**src/rhcl_pkg.sv**
```systemverilog
`default_nettype none

package rhcl_pkg;

   localparam int SAMPLE_W = 16;
   localparam int HUE_W = 16;
   localparam int CHROMA_W = 16;
   localparam int LIGHT_W = 17;

   // quotient n/(3c) scaled by 2^Q_BITS, one integer bit above the fraction
   localparam int Q_BITS = 30;
   localparam int QUOT_BITS = Q_BITS + 1;

   // floor(pi * 2^30)
   localparam int PI_W = 32;
   localparam logic [PI_W-1:0] PI_Q30 = 32'hC90FDAA2;

   // split point of the quotient for the two partial products
   localparam int MUL_SPLIT = 16;

   localparam int FRONT_STAGES = 2;
   localparam int MUL_STAGES = 2;

   typedef enum logic [1:0] {
      SECTOR_RED,
      SECTOR_GREEN,
      SECTOR_BLUE
   } sector_type;

   typedef struct packed {
      logic [SAMPLE_W-1:0] red;
      logic [SAMPLE_W-1:0] green;
      logic [SAMPLE_W-1:0] blue;
   } pixel_type;

   typedef struct packed {
      logic [HUE_W-1:0]    hue;
      logic [CHROMA_W-1:0] chroma;
      logic [LIGHT_W-1:0]  lightness_halves;
      logic                gray;
   } result_type;

endpackage

`default_nettype wire

```
**src/rgb_to_hue_chroma_lightness.sv**
```systemverilog
// Converts one RGB pixel per clock into hue (radians, HUE_FRAC_BITS fraction
// bits), chroma (max - min), lightness in halves (max + min) and a gray flag.
// A pixel is taken whenever start is high and busy is low; busy is high only
// while reset is asserted. Every pixel comes out as a one-cycle rsp_strobe
// pulse with rsp_data, in input order; the receiver cannot stall, so results
// must be captured on the strobe. The pipeline holds two front-end stages,
// the hue divider, which resolves one of 31 quotient bits per stage, two
// multiplier stages and the output register.
// Gray pixels give hue 0 with gray set.

`default_nettype none

module rgb_to_hue_chroma_lightness #(
   parameter int SAMPLE_BITS = 16,
   parameter int HUE_FRAC_BITS = 13
) (
   input  wire                         clock,
   input  wire                         reset,
   input  wire                         start,
   input  wire rhcl_pkg::pixel_type    req_data,
   output logic                        busy,
   output logic                        rsp_strobe,
   output rhcl_pkg::result_type        rsp_data
);

   localparam int S = SAMPLE_BITS;
   localparam int DEN_W = S + 2;
   localparam int SIDE_W = 1 + (S + 1) + S;
   localparam int QB = rhcl_pkg::QUOT_BITS;
   localparam int HW = rhcl_pkg::HUE_W;
   localparam int CW = rhcl_pkg::CHROMA_W;
   localparam int LW = rhcl_pkg::LIGHT_W;
   localparam int LATENCY = rhcl_pkg::FRONT_STAGES + QB + rhcl_pkg::MUL_STAGES + 1;

   logic accept;

   logic front_valid;
   logic [DEN_W:0] front_num;
   logic [DEN_W-1:0] front_den;
   logic [S-1:0] front_chroma;
   logic [S:0] front_lsum;
   logic front_gray;
   logic [SIDE_W-1:0] front_side;

   logic div_valid;
   logic [QB-1:0] div_quot;
   logic [SIDE_W-1:0] div_side;

   logic mul_valid;
   logic [HW-1:0] mul_hue;
   logic [SIDE_W-1:0] mul_side;

   logic [S-1:0] out_chroma;
   logic [S:0] out_lsum;
   logic out_gray;

   logic strobe_ff;
   rhcl_pkg::result_type data_ff;
   rhcl_pkg::result_type data_in;

   assign busy = reset;
   assign accept = start && !busy;

   rhcl_front #(
      .SAMPLE_BITS(SAMPLE_BITS)
   ) u_front (
      .clock      (clock),
      .reset      (reset),
      .in_valid   (accept),
      .in_pixel   (req_data),
      .out_valid  (front_valid),
      .out_num    (front_num),
      .out_den    (front_den),
      .out_chroma (front_chroma),
      .out_lsum   (front_lsum),
      .out_gray   (front_gray)
   );

   assign front_side = {front_gray, front_lsum, front_chroma};

   rhcl_div #(
      .DEN_W  (DEN_W),
      .SIDE_W (SIDE_W)
   ) u_div (
      .clock     (clock),
      .reset     (reset),
      .in_valid  (front_valid),
      .in_num    (front_num),
      .in_den    (front_den),
      .in_side   (front_side),
      .out_valid (div_valid),
      .out_quot  (div_quot),
      .out_side  (div_side)
   );

   rhcl_mul #(
      .HUE_FRAC_BITS (HUE_FRAC_BITS),
      .SIDE_W        (SIDE_W)
   ) u_mul (
      .clock     (clock),
      .reset     (reset),
      .in_valid  (div_valid),
      .in_quot   (div_quot),
      .in_side   (div_side),
      .out_valid (mul_valid),
      .out_hue   (mul_hue),
      .out_side  (mul_side)
   );

   assign {out_gray, out_lsum, out_chroma} = mul_side;

   // force hue to zero on gray pixels
   always_comb begin
      data_in.hue = out_gray ? '0 : mul_hue;
      data_in.chroma = CW'(out_chroma);
      data_in.lightness_halves = LW'(out_lsum);
      data_in.gray = out_gray;
   end

   always_ff @(posedge clock) begin
      if (reset) begin
         strobe_ff <= 1'b0;
      end else begin
         strobe_ff <= mul_valid;
      end
      data_ff <= data_in;
   end

   assign rsp_strobe = strobe_ff;
   assign rsp_data = data_ff;

   a_every_transfer_answered: assert property (@(posedge clock) disable iff (reset)
      (start && !busy) |-> ##LATENCY rsp_strobe)
      else $error("accepted pixel produced no result");

   a_no_spurious_result: assert property (@(posedge clock) disable iff (reset)
      rsp_strobe |-> $past(start && !busy, LATENCY))
      else $error("result without matching accepted pixel");

   a_gray_hue_zero: assert property (@(posedge clock) disable iff (reset)
      (rsp_strobe && rsp_data.gray) |-> (rsp_data.hue == '0))
      else $error("gray pixel with nonzero hue");

endmodule

`default_nettype wire

```
**src/rhcl_front.sv**
```systemverilog
`default_nettype none

module rhcl_front #(
   parameter int SAMPLE_BITS = 16
) (
   input  wire                         clock,
   input  wire                         reset,
   input  wire                         in_valid,
   input  wire rhcl_pkg::pixel_type    in_pixel,
   output logic                        out_valid,
   output logic [SAMPLE_BITS+2:0]      out_num,
   output logic [SAMPLE_BITS+1:0]      out_den,
   output logic [SAMPLE_BITS-1:0]      out_chroma,
   output logic [SAMPLE_BITS:0]        out_lsum,
   output logic                        out_gray
);

   localparam int S = SAMPLE_BITS;
   localparam int NUM_W = S + 3;
   localparam int DEN_W = S + 2;
   localparam int DIFF_W = S + 1;

   logic [S-1:0] r;
   logic [S-1:0] g;
   logic [S-1:0] b;
   logic [S-1:0] mx;
   logic [S-1:0] mn;
   rhcl_pkg::sector_type sector_in;
   logic signed [DIFF_W-1:0] diff_in;

   logic valid1_ff;
   logic [S-1:0] chroma1_ff;
   logic [S:0] lsum1_ff;
   rhcl_pkg::sector_type sector1_ff;
   logic signed [DIFF_W-1:0] diff1_ff;

   logic [NUM_W-1:0] base;
   logic [NUM_W-1:0] six_c;
   logic [NUM_W:0] n_raw;
   logic [NUM_W-1:0] num_in;
   logic [DEN_W-1:0] den_in;
   logic gray_in;

   logic valid2_ff;
   logic [NUM_W-1:0] num_ff;
   logic [DEN_W-1:0] den_ff;
   logic [S-1:0] chroma2_ff;
   logic [S:0] lsum2_ff;
   logic gray_ff;

   // stage 1: max, min, sector and channel difference
   always_comb begin
      r = S'(in_pixel.red);
      g = S'(in_pixel.green);
      b = S'(in_pixel.blue);
      if (b >= r && b >= g) begin
         sector_in = rhcl_pkg::SECTOR_BLUE;
         mx = b;
         diff_in = $signed({1'b0, r}) - $signed({1'b0, g});
      end else if (g >= r) begin
         sector_in = rhcl_pkg::SECTOR_GREEN;
         mx = g;
         diff_in = $signed({1'b0, b}) - $signed({1'b0, r});
      end else begin
         sector_in = rhcl_pkg::SECTOR_RED;
         mx = r;
         diff_in = $signed({1'b0, g}) - $signed({1'b0, b});
      end
      mn = r;
      if (g < mn) begin
         mn = g;
      end
      if (b < mn) begin
         mn = b;
      end
   end

   always_ff @(posedge clock) begin
      if (reset) begin
         valid1_ff <= 1'b0;
      end else begin
         valid1_ff <= in_valid;
      end
      chroma1_ff <= mx - mn;
      lsum1_ff <= {1'b0, mx} + {1'b0, mn};
      sector1_ff <= sector_in;
      diff1_ff <= diff_in;
   end

   // stage 2: numerator k*c + diff wrapped into [0, 6c), divisor 3c
   always_comb begin
      unique case (sector1_ff)
         rhcl_pkg::SECTOR_BLUE:  base = NUM_W'({chroma1_ff, 2'b00});
         rhcl_pkg::SECTOR_GREEN: base = NUM_W'({chroma1_ff, 1'b0});
         rhcl_pkg::SECTOR_RED:   base = '0;
         default:                base = '0;
      endcase
      six_c = NUM_W'({chroma1_ff, 2'b00}) + NUM_W'({chroma1_ff, 1'b0});
      n_raw = {1'b0, base}
            + {{(NUM_W + 1 - DIFF_W){diff1_ff[DIFF_W-1]}}, diff1_ff};
      if (n_raw[NUM_W]) begin
         num_in = n_raw[NUM_W-1:0] + six_c;
      end else begin
         num_in = n_raw[NUM_W-1:0];
      end
      den_in = DEN_W'({chroma1_ff, 1'b0}) + DEN_W'(chroma1_ff);
      gray_in = (chroma1_ff == '0);
   end

   always_ff @(posedge clock) begin
      if (reset) begin
         valid2_ff <= 1'b0;
      end else begin
         valid2_ff <= valid1_ff;
      end
      num_ff <= num_in;
      den_ff <= den_in;
      chroma2_ff <= chroma1_ff;
      lsum2_ff <= lsum1_ff;
      gray_ff <= gray_in;
   end

   assign out_valid = valid2_ff;
   assign out_num = num_ff;
   assign out_den = den_ff;
   assign out_chroma = chroma2_ff;
   assign out_lsum = lsum2_ff;
   assign out_gray = gray_ff;

endmodule

`default_nettype wire

```
**src/rhcl_div.sv**
```systemverilog
`default_nettype none

module rhcl_div #(
   parameter int DEN_W = 18,
   parameter int SIDE_W = 1
) (
   input  wire                                  clock,
   input  wire                                  reset,
   input  wire                                  in_valid,
   input  wire [DEN_W:0]                        in_num,
   input  wire [DEN_W-1:0]                      in_den,
   input  wire [SIDE_W-1:0]                     in_side,
   output logic                                 out_valid,
   output logic [rhcl_pkg::QUOT_BITS-1:0]       out_quot,
   output logic [SIDE_W-1:0]                    out_side
);

   localparam int QB = rhcl_pkg::QUOT_BITS;
   localparam int PW = DEN_W + 1;

   logic [QB-1:0] valid_ff;
   logic [DEN_W-1:0] rem_ff [QB];
   logic [DEN_W-1:0] rem_in [QB];
   logic [DEN_W-1:0] den_ff [QB];
   logic [QB-1:0] quot_ff [QB];
   logic [QB-1:0] quot_in [QB];
   logic [SIDE_W-1:0] side_ff [QB];

   logic [QB-1:0] valid_src;
   logic [PW-1:0] part_src [QB];
   logic [DEN_W-1:0] den_src [QB];
   logic [QB-1:0] quot_src [QB];
   logic [SIDE_W-1:0] side_src [QB];
   logic [QB-1:0] fits;

   // each stage takes its operands from the stage before it
   for (genvar i = 0; i < QB; i++) begin : g_src
      if (i == 0) begin : g_first
         assign valid_src[i] = in_valid;
         assign part_src[i] = in_num;
         assign den_src[i] = in_den;
         assign quot_src[i] = '0;
         assign side_src[i] = in_side;
      end else begin : g_next
         assign valid_src[i] = valid_ff[i-1];
         assign part_src[i] = {rem_ff[i-1], 1'b0};
         assign den_src[i] = den_ff[i-1];
         assign quot_src[i] = quot_ff[i-1];
         assign side_src[i] = side_ff[i-1];
      end
   end

   // one quotient bit per stage: compare, subtract, shift in
   always_comb begin
      for (int i = 0; i < QB; i++) begin
         fits[i] = (part_src[i] >= {1'b0, den_src[i]});
         if (fits[i]) begin
            rem_in[i] = DEN_W'(part_src[i] - {1'b0, den_src[i]});
         end else begin
            rem_in[i] = DEN_W'(part_src[i]);
         end
         quot_in[i] = {quot_src[i][QB-2:0], fits[i]};
      end
   end

   always_ff @(posedge clock) begin
      if (reset) begin
         valid_ff <= '0;
      end else begin
         valid_ff <= valid_src;
      end
      for (int i = 0; i < QB; i++) begin
         rem_ff[i] <= rem_in[i];
         den_ff[i] <= den_src[i];
         quot_ff[i] <= quot_in[i];
         side_ff[i] <= side_src[i];
      end
   end

   assign out_valid = valid_ff[QB-1];
   assign out_quot = quot_ff[QB-1];
   assign out_side = side_ff[QB-1];

endmodule

`default_nettype wire

```
**src/rhcl_mul.sv**
```systemverilog
`default_nettype none

module rhcl_mul #(
   parameter int HUE_FRAC_BITS = 13,
   parameter int SIDE_W = 1
) (
   input  wire                                  clock,
   input  wire                                  reset,
   input  wire                                  in_valid,
   input  wire [rhcl_pkg::QUOT_BITS-1:0]        in_quot,
   input  wire [SIDE_W-1:0]                     in_side,
   output logic                                 out_valid,
   output logic [rhcl_pkg::HUE_W-1:0]           out_hue,
   output logic [SIDE_W-1:0]                    out_side
);

   localparam int QB = rhcl_pkg::QUOT_BITS;
   localparam int SPLIT = rhcl_pkg::MUL_SPLIT;
   localparam int PIW = rhcl_pkg::PI_W;
   localparam int HW = rhcl_pkg::HUE_W;
   localparam int HI_P_W = QB - SPLIT + PIW;
   localparam int LO_P_W = SPLIT + PIW;
   localparam int PROD_W = QB + PIW;
   localparam int HUE_SHIFT = 2 * rhcl_pkg::Q_BITS - HUE_FRAC_BITS;

   logic [HI_P_W-1:0] p_hi_in;
   logic [LO_P_W-1:0] p_lo_in;
   logic [PROD_W-1:0] sum;
   logic [HW-1:0] hue_in;

   logic valid1_ff;
   logic [HI_P_W-1:0] p_hi_ff;
   logic [LO_P_W-1:0] p_lo_ff;
   logic [SIDE_W-1:0] side1_ff;

   logic valid2_ff;
   logic [HW-1:0] hue_ff;
   logic [SIDE_W-1:0] side2_ff;

   // stage 1: two partial products of the quotient times pi
   always_comb begin
      p_hi_in = HI_P_W'(in_quot[QB-1:SPLIT]) * HI_P_W'(rhcl_pkg::PI_Q30);
      p_lo_in = LO_P_W'(in_quot[SPLIT-1:0]) * LO_P_W'(rhcl_pkg::PI_Q30);
   end

   always_ff @(posedge clock) begin
      if (reset) begin
         valid1_ff <= 1'b0;
      end else begin
         valid1_ff <= in_valid;
      end
      p_hi_ff <= p_hi_in;
      p_lo_ff <= p_lo_in;
      side1_ff <= in_side;
   end

   // stage 2: combine and drop the extra fraction bits
   always_comb begin
      sum = {p_hi_ff, {SPLIT{1'b0}}} + PROD_W'(p_lo_ff);
      hue_in = HW'(sum >> HUE_SHIFT);
   end

   always_ff @(posedge clock) begin
      if (reset) begin
         valid2_ff <= 1'b0;
      end else begin
         valid2_ff <= valid1_ff;
      end
      hue_ff <= hue_in;
      side2_ff <= side1_ff;
   end

   assign out_valid = valid2_ff;
   assign out_hue = hue_ff;
   assign out_side = side2_ff;

endmodule

`default_nettype wire

```
**config.mk**
```make
export PLATFORM = sky130hd
export DESIGN_NAME = rgb_to_hue_chroma_lightness
export DESIGN_NICKNAME = d
export VERILOG_FILES = /design/src/rhcl_pkg.sv /design/src/rgb_to_hue_chroma_lightness.sv /design/src/rhcl_front.sv /design/src/rhcl_div.sv /design/src/rhcl_mul.sv
export SDC_FILE = /design/constraint.sdc
export NUM_CORES = 2
export LEC_CHECK = 0
export ABC_AREA = 1
export BUFFER_PORTS_ARGS = -buffer_cell sky130_fd_sc_hd__buf_2
export CORE_MARGIN = 2
export CORE_UTILIZATION = 57
export DETAILED_ROUTE_END_ITERATION = 10
export PLACE_DENSITY = 0.78
export SLEW_MARGIN = 20
export SYNTH_ARGS = -nofsm -noshare
export SYNTH_HDL_FRONTEND = slang
export SYNTH_SLANG_ARGS = --single-unit
export TNS_END_PERCENT = 1
```
**constraint.sdc**
```tcl
create_clock -name clock -period 5.8 [get_ports clock]
set_input_delay 0.58 -clock clock [delete_from_list [all_inputs] [get_ports clock]]
set_output_delay 0.58 -clock clock [all_outputs]
set_load 0.02 [all_outputs]
```
==> flow_metrics.env <==
export IMPL_status="finished clean"
export IMPL_die_y_um=447
export IMPL_async_flop_share_pct=0
export IMPL_fin_tns_setup_ns=0
export IMPL_synth_top_cell_area_share_pct=52.4
export IMPL_clk_pin_slew_ns=0.07
export IMPL_synth_fp_nets=12500
export IMPL_cp_start_kind="flop"
export IMPL_synthToLayoutAreaGrowth_pct=13.2
export IMPL_ys_flop_type="dfxtp_1"
export IMPL_drive_gt1_share_pct=8.30
export IMPL_finClkSkew_ns=0.0858
export IMPL_antenna_found_initial=3
export IMPL_grt_use_total_pct=23.6
export IMPL_yosys_warnings=0
export IMPL_yosysUniqueCellTypes=68
export IMPL_crit_family="adder cells"
export IMPL_path_class="flop to flop"
export IMPL_post_synth_instance_area_um2=112000
export IMPL_die_w_um=447
export IMPL_layout_common_cells="dfxtp_1, inv_1, nand2_1"
export IMPL_crit_path_frequent_cell="fa_1"
export IMPL_portBuffers=102
export IMPL_final_max_slew_violation_count=0
export IMPL_yosysTopAreaCell="dfxtp_1"
export IMPL_worst_pin_slew_ns=1.11
export IMPL_dieArea_um2=200000
export IMPL_first_global_vias=75100
export IMPL_ys_ff_latch=2933
export IMPL_ios=103
export IMPL_tritoncts="built"
export IMPL_cts_buffers=296
export IMPL_initialDrtViolationCount=4797
export IMPL_coreArea_um2=195000
export IMPL_cp_data_required_time_ns=6.58
export IMPL_cp_slowest_stage_delay_ns=0.57
export IMPL_period_share_pct=96.2
export IMPL_avgSynthCellArea_um2=10.2
export IMPL_drc=0
export IMPL_h_tree_depth=5
export IMPL_wire_per_inst_um=16.5
export IMPL_cts_sinks=2933
export IMPL_start_util_pct=57.4
export IMPL_min_path_type="input pin to flop"
export IMPL_maxCapViolations=0
export IMPL_cts_buffer_depth=4
export IMPL_synth_top_cells_by_area="dfxtp_1, ha_1, fa_1"
export IMPL_path_buf_inv=1
export IMPL_rows=162
export IMPL_via_per_inst=5.12
export IMPL_dp_hpwl_um=176000
export IMPL_globalplace_congestion=0.933
export IMPL_ant_nets=0
export IMPL_grt_max_degree=38
export IMPL_syn_inst=11000
export IMPL_slew_headroom_pct=25.6
export IMPL_clock_latency_ns=0.93
export IMPL_endpoint_kind="flop"
export IMPL_min_period_ns=5.58
export IMPL_fillers=14900
export IMPL_finalSetupViolations=0
export IMPL_cp_arrival_ns=6.36
export IMPL_ys_seq_area_share_pct=52.4
export IMPL_rsz0062_at_grt="true"
export IMPL_slowest_stage="fa_1"
export IMPL_vias=73500
export IMPL_nets=13000
export IMPL_grt_first_pass_wirelength_um=381000
export IMPL_crit_chain="buf_4 > ha_1 > fa_1 > fa_1 > fa_1 > fa_1 > fa_1 > ha_1 > nand2_1 > o21ai_2 > a21oi_2 > o21ai_1 > a21oi_2 > o21ai_2 > a21oi_2 > o21ai_1 > a21oi_1 > xnor2_1"
export IMPL_layout_commonest_cell="dfxtp_1"
export IMPL_overflow=0
export IMPL_routed_wl_um=237000
export IMPL_fmax_ghz=0.179
export IMPL_path_max_fanout=5
export IMPL_hold_violations=0
export IMPL_first_pass_iters=9
export IMPL_synth_edff_count=0
export IMPL_cts_root_buf="clkbuf_16"
## cell type report
class | instances | area [um2] | share of cell area [%]
antenna | 6 | 15.0 | 0.0118
multi-input combinational | 6418 | 46900 | 37.0
clock inverter | 88 | 1020 | 0.809
clock buffer | 410 | 8560 | 6.76
sequential | 2933 | 58700 | 46.3
timing repair buffer | 351 | 2390 | 1.88
inverter | 1537 | 5780 | 4.56
tap | 2624 | 3280 | 2.59
## cells in the mapped netlist, types with 12 or more instances
master	n
or2_2	12
a21oi_1	1144
a31oi_1	58
a211oi_1	20
nor2_1	818
buf_6	18
o21ai_2	34
o211ai_1	21
inv_1	1520
a221oi_1	21
nor4_1	18
xnor2_1	332
dfxtp_1	2933
nand3_2	13
nand2_1	1198
nor3_1	59
clkbuf_1	35
inv_2	15
nand4_1	70
fa_1	344
xor2_1	324
a21o_1	30
o21ai_0	359
buf_4	32
buf_2	42
nand3_1	240
o21ai_1	64
o21bai_1	24
ha_1	1087
## flip-flops by register name, summed over array words and instances, names as in the netlist, 2 cells and up
name,flops
u_div.valid_ff,31
u_mul.out_hue,16
rsp_data,49
u_front.out_chroma,15
u_div.rem_ff,540
u_div.side_ff,1023
u_mul.out_side,33
u_front.diff1_ff,17
u_mul.p_lo_ff,31
u_front.sector1_ff,2
u_front.out_num,19
u_mul.p_hi_ff,46
u_front.out_lsum,16
u_div.den_ff,510
u_mul.side1_ff,33
u_front.chroma1_ff,16
u_front.out_den,18
u_front.lsum1_ff,16
u_div.quot_ff,496
## logic make-up (layout without fill, tap and decap cells)
family / after synthesis / in the layout / synth area share, %
adder cells (fa/ha/maj): 1431 / 1431 / 18.3
other: 0 / 6 / 0
multiplexers: 2 / 2 / 0.0201
XOR/XNOR: 656 / 656 / 5.13
AO/OA/AOI/OAI: 1856 / 1856 / 9.13
flip-flops: 2933 / 2933 / 52.4
buffers and inverters: 1665 / 2386 / 5.86
AND/OR/NAND/NOR: 2473 / 2473 / 9.12
## through the flow
stage / utilization (%) / hold WS, ns / worst slack [ns] / std cells / instance area (um2)
3_5_place_dp: 59.9 / 0.312 / -0.0570 / 13900 / 117000
4_1_cts: 64.8 / 0.0704 / 0.000548 / 14400 / 126000
3_3_place_gp: 59.9 / 0.310 / 0.0474 / 13900 / 117000
5_1_grt: 65.0 / 0.143 / -0.0875 / 14400 / 127000
6_report: 65.0 / 0.127 / 0.218 / 14400 / 127000
2_1_floorplan: - / 0.310 / 0.0400 / 11000 / 112000
## per-layer routing
metal	GRT usage, %	vias to the layer above	routed length (um)
met5	0	-	0
met2	41.6	1910	116000
li1	-	36600	-
met3	3.29	652	9770
met1	28.7	34400	101000
met4	10.1	0	10200
## worst paths after layout
path / startpoint / endpoint / slack, ns / cells after the start
worst min register to register: u_div.den_ff[1][150]$_DFF_P_ / u_div.den_ff[1][168]$_DFF_P_ / 0.28 / 0
worst max register to register: u_div.quot_ff[1][451]$_DFF_P_ / u_mul.p_hi_ff[30]$_DFF_P_ / 0.22 / 18
worst min-delay path: reset / u_div.valid_ff[11]$_SDFF_PP0_ / 0.13 / 2
worst max-delay path: u_div.quot_ff[1][451]$_DFF_P_ / u_mul.p_hi_ff[30]$_DFF_P_ / 0.22 / 18
## timing repair
action                                  in CTS  in global routing
hold buffers                                 1                  0
resized for setup                            0                 52
buffers inserted                             0                  7
endpoints found under the setup margin       0                 26
hold endpoints to repair                     1                  0
Power is left out: the tool's default activity adds up to more than one toggle a clock period on the data nets, which glitch-free logic cannot reach.
